## src/design/assert_macros.svh

```systemverilog
// Assertion macros shared by the deque RTL.
`ifndef ASSERT_MACROS_SVH
`define ASSERT_MACROS_SVH

// Checked on every rising clock edge, held off while reset is low.
`define DQ_ASSERT(label, prop, msg) \
  label: assert property (@(posedge clk) disable iff (!rst_n) prop) else $error(msg);

// Checked on every rising clock edge, reset included.
`define DQ_ASSERT_ALWAYS(label, prop, msg) \
  label: assert property (@(posedge clk) prop) else $error(msg);

`endif

```

## src/design/dq_pkg.sv

```systemverilog
// Types and constants of the array deque.
`timescale 1ns / 1ps
`default_nettype none

package dq_pkg;

  localparam int DEPTH_DEF = 8;
  localparam int VALUE_W   = 32;
  localparam int OP_W      = 3;
  localparam int STATUS_W  = 2;
  localparam int COUNT_W   = 4;

  localparam logic signed [VALUE_W-1:0] EMPTY_VALUE = -32'sd1;

  typedef enum logic [OP_W-1:0] {
    OP_PUSH_BACK  = 3'd0,
    OP_PUSH_FRONT = 3'd1,
    OP_POP_BACK   = 3'd2,
    OP_POP_FRONT  = 3'd3,
    OP_QUERY      = 3'd4
  } op_t;

  typedef enum logic [STATUS_W-1:0] {
    ST_DONE      = 2'd0,
    ST_OVERFLOW  = 2'd1,
    ST_UNDERFLOW = 2'd2
  } status_t;

  typedef enum logic [1:0] {
    S_IDLE,
    S_READ,
    S_RESULT
  } state_t;

  typedef struct packed {
    logic [OP_W-1:0]           operation;
    logic signed [VALUE_W-1:0] push_value;
  } deq_in_t;

  typedef struct packed {
    logic [STATUS_W-1:0]       status;
    logic signed [VALUE_W-1:0] front_value;
    logic signed [VALUE_W-1:0] back_value;
    logic [COUNT_W-1:0]        item_count;
    logic                      is_empty;
  } deq_out_t;

endpackage

`default_nettype wire

```

## src/design/dq_slot_ram.sv

```systemverilog
// Slot store: one write port, two registered read ports.
`timescale 1ns / 1ps
`default_nettype none

module dq_slot_ram #(
  parameter int DEPTH = dq_pkg::DEPTH_DEF
) (
  input  wire logic                              clk,
  input  wire logic                              rst_n,
  input  wire logic                              we,
  input  wire logic [$clog2(DEPTH)-1:0]          waddr,
  input  wire logic signed [dq_pkg::VALUE_W-1:0] wdata,
  input  wire logic                              re,
  input  wire logic [$clog2(DEPTH)-1:0]          raddr_a,
  input  wire logic [$clog2(DEPTH)-1:0]          raddr_b,
  output logic signed [dq_pkg::VALUE_W-1:0]      rdata_a,
  output logic signed [dq_pkg::VALUE_W-1:0]      rdata_b
);
  import dq_pkg::*;

  logic signed [VALUE_W-1:0] mem [DEPTH];

  always_ff @(posedge clk) begin
    if (we) begin
      mem[waddr] <= wdata;
    end
  end

  always_ff @(posedge clk) begin
    if (re) begin
      rdata_a <= mem[raddr_a];
      rdata_b <= mem[raddr_b];
    end
  end

`include "assert_macros.svh"

  // the controller never writes and reads in the same cycle, so no forwarding
  `DQ_ASSERT(a_no_rw_overlap, !(we && re), "slot write and read in the same cycle")

endmodule

`default_nettype wire

```

## src/design/dq_ctrl.sv

```systemverilog
// Deque controller: index state, request decode, slot access sequencing.
`timescale 1ns / 1ps
`default_nettype none

module dq_ctrl #(
  parameter int DEPTH = dq_pkg::DEPTH_DEF
) (
  input  wire logic                              clk,
  input  wire logic                              rst_n,
  input  wire logic                              in_valid,
  output logic                                   in_ready,
  input  wire dq_pkg::deq_in_t                   in_data,
  output logic                                   we,
  output logic [$clog2(DEPTH)-1:0]               waddr,
  output logic signed [dq_pkg::VALUE_W-1:0]      wdata,
  output logic                                   re,
  output logic [$clog2(DEPTH)-1:0]               raddr_a,
  output logic [$clog2(DEPTH)-1:0]               raddr_b,
  input  wire logic signed [dq_pkg::VALUE_W-1:0] rdata_a,
  input  wire logic signed [dq_pkg::VALUE_W-1:0] rdata_b,
  input  wire logic                              res_free,
  output logic                                   res_load,
  output dq_pkg::deq_out_t                       res_data
);
  import dq_pkg::*;

  localparam int IW = $clog2(DEPTH);
  localparam int CW = (IW + 1 > COUNT_W) ? IW + 1 : COUNT_W;
  localparam logic [IW-1:0] LAST_IDX = IW'(DEPTH - 1);

  state_t        state_r, state_nxt;
  logic [IW-1:0] head_r, head_nxt;
  logic [IW-1:0] tail_r, tail_nxt;
  logic          empty_r, empty_nxt;
  status_t       status_r, status_nxt;
  logic [CW-1:0] count;

  always_ff @(posedge clk) begin
    if (!rst_n) begin
      state_r  <= S_IDLE;
      head_r   <= '0;
      tail_r   <= '0;
      empty_r  <= 1'b1;
      status_r <= ST_DONE;
    end else begin
      state_r  <= state_nxt;
      head_r   <= head_nxt;
      tail_r   <= tail_nxt;
      empty_r  <= empty_nxt;
      status_r <= status_nxt;
    end
  end

  always_comb begin
    state_nxt  = state_r;
    head_nxt   = head_r;
    tail_nxt   = tail_r;
    empty_nxt  = empty_r;
    status_nxt = status_r;
    we         = 1'b0;
    waddr      = '0;
    wdata      = in_data.push_value;
    res_load   = 1'b0;
    unique case (state_r)
      S_IDLE: begin
        if (in_valid) begin
          state_nxt  = S_READ;
          status_nxt = ST_DONE;
          unique case (in_data.operation) inside
            OP_PUSH_BACK, OP_PUSH_FRONT: begin
              if (empty_r) begin
                // first item always lands in slot zero
                head_nxt  = '0;
                tail_nxt  = '0;
                empty_nxt = 1'b0;
                we        = 1'b1;
                waddr     = '0;
              end else if (in_data.operation == OP_PUSH_BACK) begin
                if (tail_r == LAST_IDX) begin
                  status_nxt = ST_OVERFLOW;
                end else begin
                  tail_nxt = tail_r + 1'b1;
                  we       = 1'b1;
                  waddr    = tail_r + 1'b1;
                end
              end else begin
                if (head_r == '0) begin
                  status_nxt = ST_OVERFLOW;
                end else begin
                  head_nxt = head_r - 1'b1;
                  we       = 1'b1;
                  waddr    = head_r - 1'b1;
                end
              end
            end
            OP_POP_BACK, OP_POP_FRONT: begin
              if (empty_r) begin
                status_nxt = ST_UNDERFLOW;
              end else if (head_r == tail_r) begin
                head_nxt  = '0;
                tail_nxt  = '0;
                empty_nxt = 1'b1;
              end else if (in_data.operation == OP_POP_BACK) begin
                tail_nxt = tail_r - 1'b1;
              end else begin
                head_nxt = head_r + 1'b1;
              end
            end
            default: begin
              // query and unused codes leave the indices and empty flag alone
            end
          endcase
        end
      end
      S_READ: begin
        state_nxt = S_RESULT;
      end
      S_RESULT: begin
        if (res_free) begin
          res_load  = 1'b1;
          state_nxt = S_IDLE;
        end
      end
      default: begin
        state_nxt = S_IDLE;
      end
    endcase
  end

  assign in_ready = (state_r == S_IDLE);
  assign re       = (state_r == S_READ);
  assign raddr_a  = head_r;
  assign raddr_b  = tail_r;

  assign count = CW'(tail_r) - CW'(head_r) + CW'(1);

  always_comb begin
    res_data.status = status_r;
    if (empty_r) begin
      res_data.front_value = EMPTY_VALUE;
      res_data.back_value  = EMPTY_VALUE;
      res_data.item_count  = '0;
      res_data.is_empty    = 1'b1;
    end else begin
      res_data.front_value = rdata_a;
      res_data.back_value  = rdata_b;
      res_data.item_count  = count[COUNT_W-1:0];
      res_data.is_empty    = 1'b0;
    end
  end

`include "assert_macros.svh"

  `DQ_ASSERT_ALWAYS(a_idx_order, !empty_r |-> head_r <= tail_r, "head index past tail index")
  `DQ_ASSERT_ALWAYS(a_empty_idx, empty_r |-> (head_r == '0 && tail_r == '0),
                    "empty deque with nonzero index")
  `DQ_ASSERT(a_read_then_result, (state_r == S_READ) |=> (state_r == S_RESULT && !in_ready),
             "read data not followed by result stage")

endmodule

`default_nettype wire

```

## src/design/dq_out_stage.sv

```systemverilog
// Result output register with valid/ready handshake.
`timescale 1ns / 1ps
`default_nettype none

module dq_out_stage (
  input  wire logic              clk,
  input  wire logic              rst_n,
  input  wire logic              load,
  input  wire dq_pkg::deq_out_t  res_data,
  output logic                   free,
  output logic                   out_valid,
  input  wire logic              out_ready,
  output dq_pkg::deq_out_t       out_data
);
  import dq_pkg::*;

  logic     out_valid_r, out_valid_nxt;
  deq_out_t out_data_r;

  // a held item that is taken this cycle frees the register for the next
  assign free = !out_valid_r || out_ready;

  always_comb begin
    out_valid_nxt = out_valid_r;
    if (load) begin
      out_valid_nxt = 1'b1;
    end else if (out_ready) begin
      out_valid_nxt = 1'b0;
    end
  end

  always_ff @(posedge clk) begin
    if (!rst_n) begin
      out_valid_r <= 1'b0;
    end else begin
      out_valid_r <= out_valid_nxt;
    end
  end

  always_ff @(posedge clk) begin
    if (load) begin
      out_data_r <= res_data;
    end
  end

  assign out_valid = out_valid_r;
  assign out_data  = out_data_r;

`include "assert_macros.svh"

  `DQ_ASSERT(a_load_when_free, load |-> free, "result loaded over an item not yet taken")

endmodule

`default_nettype wire

```

## src/design/array_double_ended_queue.sv

```systemverilog
// Array deque: non-circular store of DEPTH signed 32-bit items.
//
// Input channel in_valid/in_ready/in_data carries one request: an operation
// (push back, push front, pop back, pop front, query) and a push value.
// Result channel out_valid/out_ready/out_data returns one item per request:
// status, front and back values (-1 when empty), item count, empty flag, all
// as they stand after the request.
// A request is accepted in S_IDLE, where it updates the indices and writes
// its slot; the slot RAM is read at the new head and tail in S_READ, and
// its registered data forms the result in S_RESULT, which loads it into
// the output register once that register is free.
// A new request is accepted only once the previous one has finished that
// write/read/result sequence on the single slot RAM.
// When the receiver stalls, the result waits in the output register; one
// more request can be accepted and processed, then the block holds until
// the output register frees up.
// Reset (rst_n low, synchronous): deque empty, indices zero, no result
// pending. Slot contents are left as they are; only written slots are read.
`timescale 1ns / 1ps
`default_nettype none

module array_double_ended_queue #(
  parameter int DEPTH = dq_pkg::DEPTH_DEF
) (
  input  wire logic             clk,
  input  wire logic             rst_n,
  input  wire logic             in_valid,
  output logic                  in_ready,
  input  wire dq_pkg::deq_in_t  in_data,
  output logic                  out_valid,
  input  wire logic             out_ready,
  output dq_pkg::deq_out_t      out_data
);
  import dq_pkg::*;

  localparam int IW = $clog2(DEPTH);

  logic                      we;
  logic [IW-1:0]             waddr;
  logic signed [VALUE_W-1:0] wdata;
  logic                      re;
  logic [IW-1:0]             raddr_a;
  logic [IW-1:0]             raddr_b;
  logic signed [VALUE_W-1:0] rdata_a;
  logic signed [VALUE_W-1:0] rdata_b;
  logic                      res_free;
  logic                      res_load;
  deq_out_t                  res_data;

  dq_ctrl #(
    .DEPTH(DEPTH)
  ) u_ctrl (
    .clk      (clk),
    .rst_n    (rst_n),
    .in_valid (in_valid),
    .in_ready (in_ready),
    .in_data  (in_data),
    .we       (we),
    .waddr    (waddr),
    .wdata    (wdata),
    .re       (re),
    .raddr_a  (raddr_a),
    .raddr_b  (raddr_b),
    .rdata_a  (rdata_a),
    .rdata_b  (rdata_b),
    .res_free (res_free),
    .res_load (res_load),
    .res_data (res_data)
  );

  dq_slot_ram #(
    .DEPTH(DEPTH)
  ) u_ram (
    .clk     (clk),
    .rst_n   (rst_n),
    .we      (we),
    .waddr   (waddr),
    .wdata   (wdata),
    .re      (re),
    .raddr_a (raddr_a),
    .raddr_b (raddr_b),
    .rdata_a (rdata_a),
    .rdata_b (rdata_b)
  );

  dq_out_stage u_out (
    .clk       (clk),
    .rst_n     (rst_n),
    .load      (res_load),
    .res_data  (res_data),
    .free      (res_free),
    .out_valid (out_valid),
    .out_ready (out_ready),
    .out_data  (out_data)
  );

endmodule

`default_nettype wire
```

## config.mk

```make
export PLATFORM = sky130hd
export DESIGN_NAME = array_double_ended_queue
export DESIGN_NICKNAME = d
export VERILOG_FILES = /design/src/design/dq_pkg.sv /design/src/design/dq_slot_ram.sv /design/src/design/dq_ctrl.sv /design/src/design/dq_out_stage.sv /design/src/design/array_double_ended_queue.sv
export VERILOG_INCLUDE_DIRS = /design/src /design/src/design
export SDC_FILE = /design/constraint.sdc
export NUM_CORES = 1
export LEC_CHECK = 0
export ABC_AREA = 0
export BUFFER_PORTS_ARGS = -buffer_cell sky130_fd_sc_hd__buf_2
export CAP_MARGIN = 20
export CORE_ASPECT_RATIO = 0.5
export CORE_MARGIN = 2
export CORE_UTILIZATION = 30
export DETAILED_ROUTE_END_ITERATION = 12
export SLEW_MARGIN = 10
export SYNTH_ARGS = -nofsm -noshare
export SYNTH_HDL_FRONTEND = slang
export SYNTH_SLANG_ARGS = --single-unit
```

## constraint.sdc

```tcl
create_clock -name clk -period 8.05 [get_ports clk]
set_input_delay 0 -clock clk [delete_from_list [all_inputs] [get_ports clk]]
set_output_delay 0 -clock clk [all_outputs]
set_load 0.02 [all_outputs]
```

==> flow_summary.json <==
{
  "first_pass_iters": 5,
  "yosys_warnings": 0,
  "synth-seq-area-share_pct": 69.9,
  "hold_class": "in -> reg",
  "die_area_um2": 59100,
  "switching_power_w": 0.000886,
  "post_cts_resized": 0,
  "synth_top_area_share_pct": 68.5,
  "power_frac_seq_pct": 53.8,
  "rows": 61,
  "routedWlPerCell_um": 19.6,
  "cts_tree": "built",
  "crit_type": "reg -> reg",
  "cap_violations": 0,
  "p_leak_nw": 6.42,
  "vias_per_cell": 4.77,
  "maxSlewHeadroom_pct": 25.8,
  "synth-async-reset-ratio_pct": 0,
  "syn2layout_area_growth_pct": 17.8,
  "die_x_um": 342,
  "initial_core_util_pct": 30.6,
  "intPower_w": 0.00347,
  "grt_antenna_before_repair": 0,
  "fin_crit_sh_pct": 43.8,
  "rsz0062_at_grt": "no",
  "grt_usage_pct": 12.7,
  "drc": 0,
  "synth_ff_type": "edfxtp_1",
  "slew_violations": 0,
  "dp_hpwl_um": 21800,
  "clk_latency_ps": 530,
  "drt-total-wl_um": 37300,
  "startpoint_type": "flip-flop",
  "io_pins": 112,
  "cts_sinks": 403,
  "htreeDepth": 2,
  "n_antenna_cell": 0,
  "crit_fanout": 68,
  "worstSetupEndpointType": "flip-flop",
  "setup-violations-final": 0,
  "cts_buffer_depth": 3,
  "finalHoldViolCount": 0,
  "timing.hold.ws_ps": 52.0,
  "finalSetupTns_ps": 0,
  "synth_cell_type_count": 49,
  "ir_worst_vdd_mv": 0.115,
  "fmax_mhz": 284,
  "crit_arrival_ps": 3690,
  "fill_cells": 5166,
  "synth.net_count": 1019,
  "cp_cell_sequence": "buf_4 > inv_1 > ha_1 > mux2_2 > mux2i_1 > a21boi_0 > nor2_2 > buf_4",
  "synth_area_leaders": "edfxtp_1, mux4_2, nand2_1",
  "gp_congestion": 0.825,
  "grt_start_max_net_pins": 83,
  "synth_top_cell_by_area": "edfxtp_1",
  "dpl_cell_area_um2": 18600,
  "final_common_cell": "edfxtp_1",
  "grt_first_pass_wirelength_um": 58600,
  "vias": 9093,
  "synth.ff_latch_count": 403,
  "dieHeight_um": 173,
  "final_cell_mix": "edfxtp_1, nand2_1, mux4_2, buf_2, or2_2",
  "stdcell_area_um2": 20200,
  "crit_path_top_delay_cell": "buf_4",
  "ant_nets": 0,
  "grt_pass1_vias": 10100,
  "switching_share_pct": 20.4,
  "finalPower_w": 0.00435,
  "root_buffer": "clkbuf_16",
  "core_area_um2": 55900,
  "synthCells": 969,
  "clkPwrFrac_pct": 41.3,
  "nets": 1170,
  "avgSynthCellArea_um2": 17.7,
  "combPwrFrac_pct": 4.9,
  "skew_ps": 14.0,
  "worst_pin_slew_ps": 1110,
  "synth_edf_count": 391,
  "power_density_nw_per_um2": 216,
  "finalCriticalPeriod_ps": 3520,
  "layout-drive-gt1-share_pct": 35.0,
  "status": "finished clean",
  "cts_buffers": 41,
  "port_buffers": 111,
  "path_clk_slew_ps": 60,
  "critPathMaxStageDelay_ps": 820,
  "netlist_area_um2": 17100,
  "dr.first_iter.drc_count": 759,
  "grt-ovfl-total": 0,
  "path_common_cell": "buf_4",
  "crit_required_ps": 8220
}
[layer usage]
layer / routed length (um) / global-route usage [%] / vias up
li1: - / - / 4082
met1: 15000 / 15.5 / 4759
met2: 20000 / 23.1 / 193
met3: 1470 / 2.07 / 59
met4: 796 / 3.53 / 0
met5: 0 / 0 / -
[critical path, delay by kind of cell (launching register included)]
kind,cells,cell delay (ps)
buffers and inverters,3,1430
muxes,2,670
adders and majority gates,1,320
DFF,1,310
AOI/OAI and AO/OA,1,260
and+or+nand+nor,1,120
[registers in the layout, indices dropped and copies added, names as in the netlist, 2 cells and up]
| name | flops |
|---|---|
| u_ctrl.raddr_a | 3 |
| u_ctrl.raddr_b | 3 |
| u_ctrl.state_r | 2 |
| u_ctrl.status_r | 2 |
| u_out.out_data | 71 |
| u_ram.mem | 256 |
| u_ram.rdata_a | 32 |
| u_ram.rdata_b | 32 |
[power groups by stage]
stage	clock, W	sequential (W)	combinational (W)
CTS	0.00184	0.00234	0.000216
detailed placement	0	0.00239	0.000201
finish	0.00180	0.00234	0.000213
global route	0.00192	0.00234	0.000233
floorplan	0	0.00239	0.000122
global placement	0	0.00239	0.000196
[synth_stat cells (4+ instances only)]
| cell | number |
|---|---|
| edfxtp_1 | 391 |
| nand2_1 | 194 |
| mux4_2 | 128 |
| or2_2 | 64 |
| clkbuf_1 | 36 |
| nor2_1 | 15 |
| nor3_1 | 14 |
| buf_2 | 12 |
| dfxtp_1 | 12 |
| ha_1 | 10 |
| a21oi_1 | 9 |
| inv_1 | 9 |
| nor2b_1 | 9 |
| buf_4 | 7 |
| nor3b_1 | 6 |
| o21ai_0 | 5 |
| nand2b_1 | 4 |
| nand4_1 | 4 |
[cell families (layout without fill, tap and decap cells)]
family / count (synthesis) / count (layout) / share of synthesized area (%)
AO/OA/AOI/OAI: 32 / 32 / 1.51
XOR/XNOR: 1 / 1 / 0.0511
adder cells (fa/ha/maj): 11 / 11 / 0.847
buffers and inverters: 70 / 250 / 1.82
flip-flops: 403 / 403 / 69.9
multiplexers: 132 / 132 / 17.1
AND/OR/NAND/NOR: 320 / 320 / 8.75
[area by class of cell]
cell class / instances / area, um2 / area share [%]
repair buffers: 167 / 1070 / 5.28
flip-flops and latches: 403 / 12000 / 59.4
inverters: 11 / 41.3 / 0.205
clock inverters: 19 / 139 / 0.688
clock buffers: 53 / 1120 / 5.57
multi-input cells: 496 / 4870 / 24.2
well taps: 756 / 946 / 4.69
[what timing repair did]
item	4_1_cts	5_1_grt
setup endpoints to repair	0	0
buffers inserted	0	0
hold endpoints to repair	268	0
hold buffers	36	0
[stage by stage]
stage | utilization, % | instances | setup WS (ps)
floorplan | - | 969 | 3390
global placement | 33.2 | 1797 | 4680
detailed placement | 33.2 | 1797 | 4510
CTS | 36.1 | 1905 | 4520
global route | 36.1 | 1905 | 4290
finish | 36.1 | 1905 | 4530
[path summary, 6_finish.rpt]
| check | from | endpoint | slack [ps] | cells after the start |
|---|---|---|---|---|
| setup / recovery | u_ctrl.raddr_a[1] | u_ram.mem[0][13] | 4530 | 8 |
| hold reg to reg | u_ctrl.status_r[1] | u_out.out_data[70] | 440 | 0 |
| hold / removal | in_data[34] | u_ctrl.empty_r | 50 | 4 |
| setup reg to reg | u_ctrl.raddr_a[1] | u_ram.mem[0][13] | 4530 | 8 |
Power figures use the tool's default switching activity.
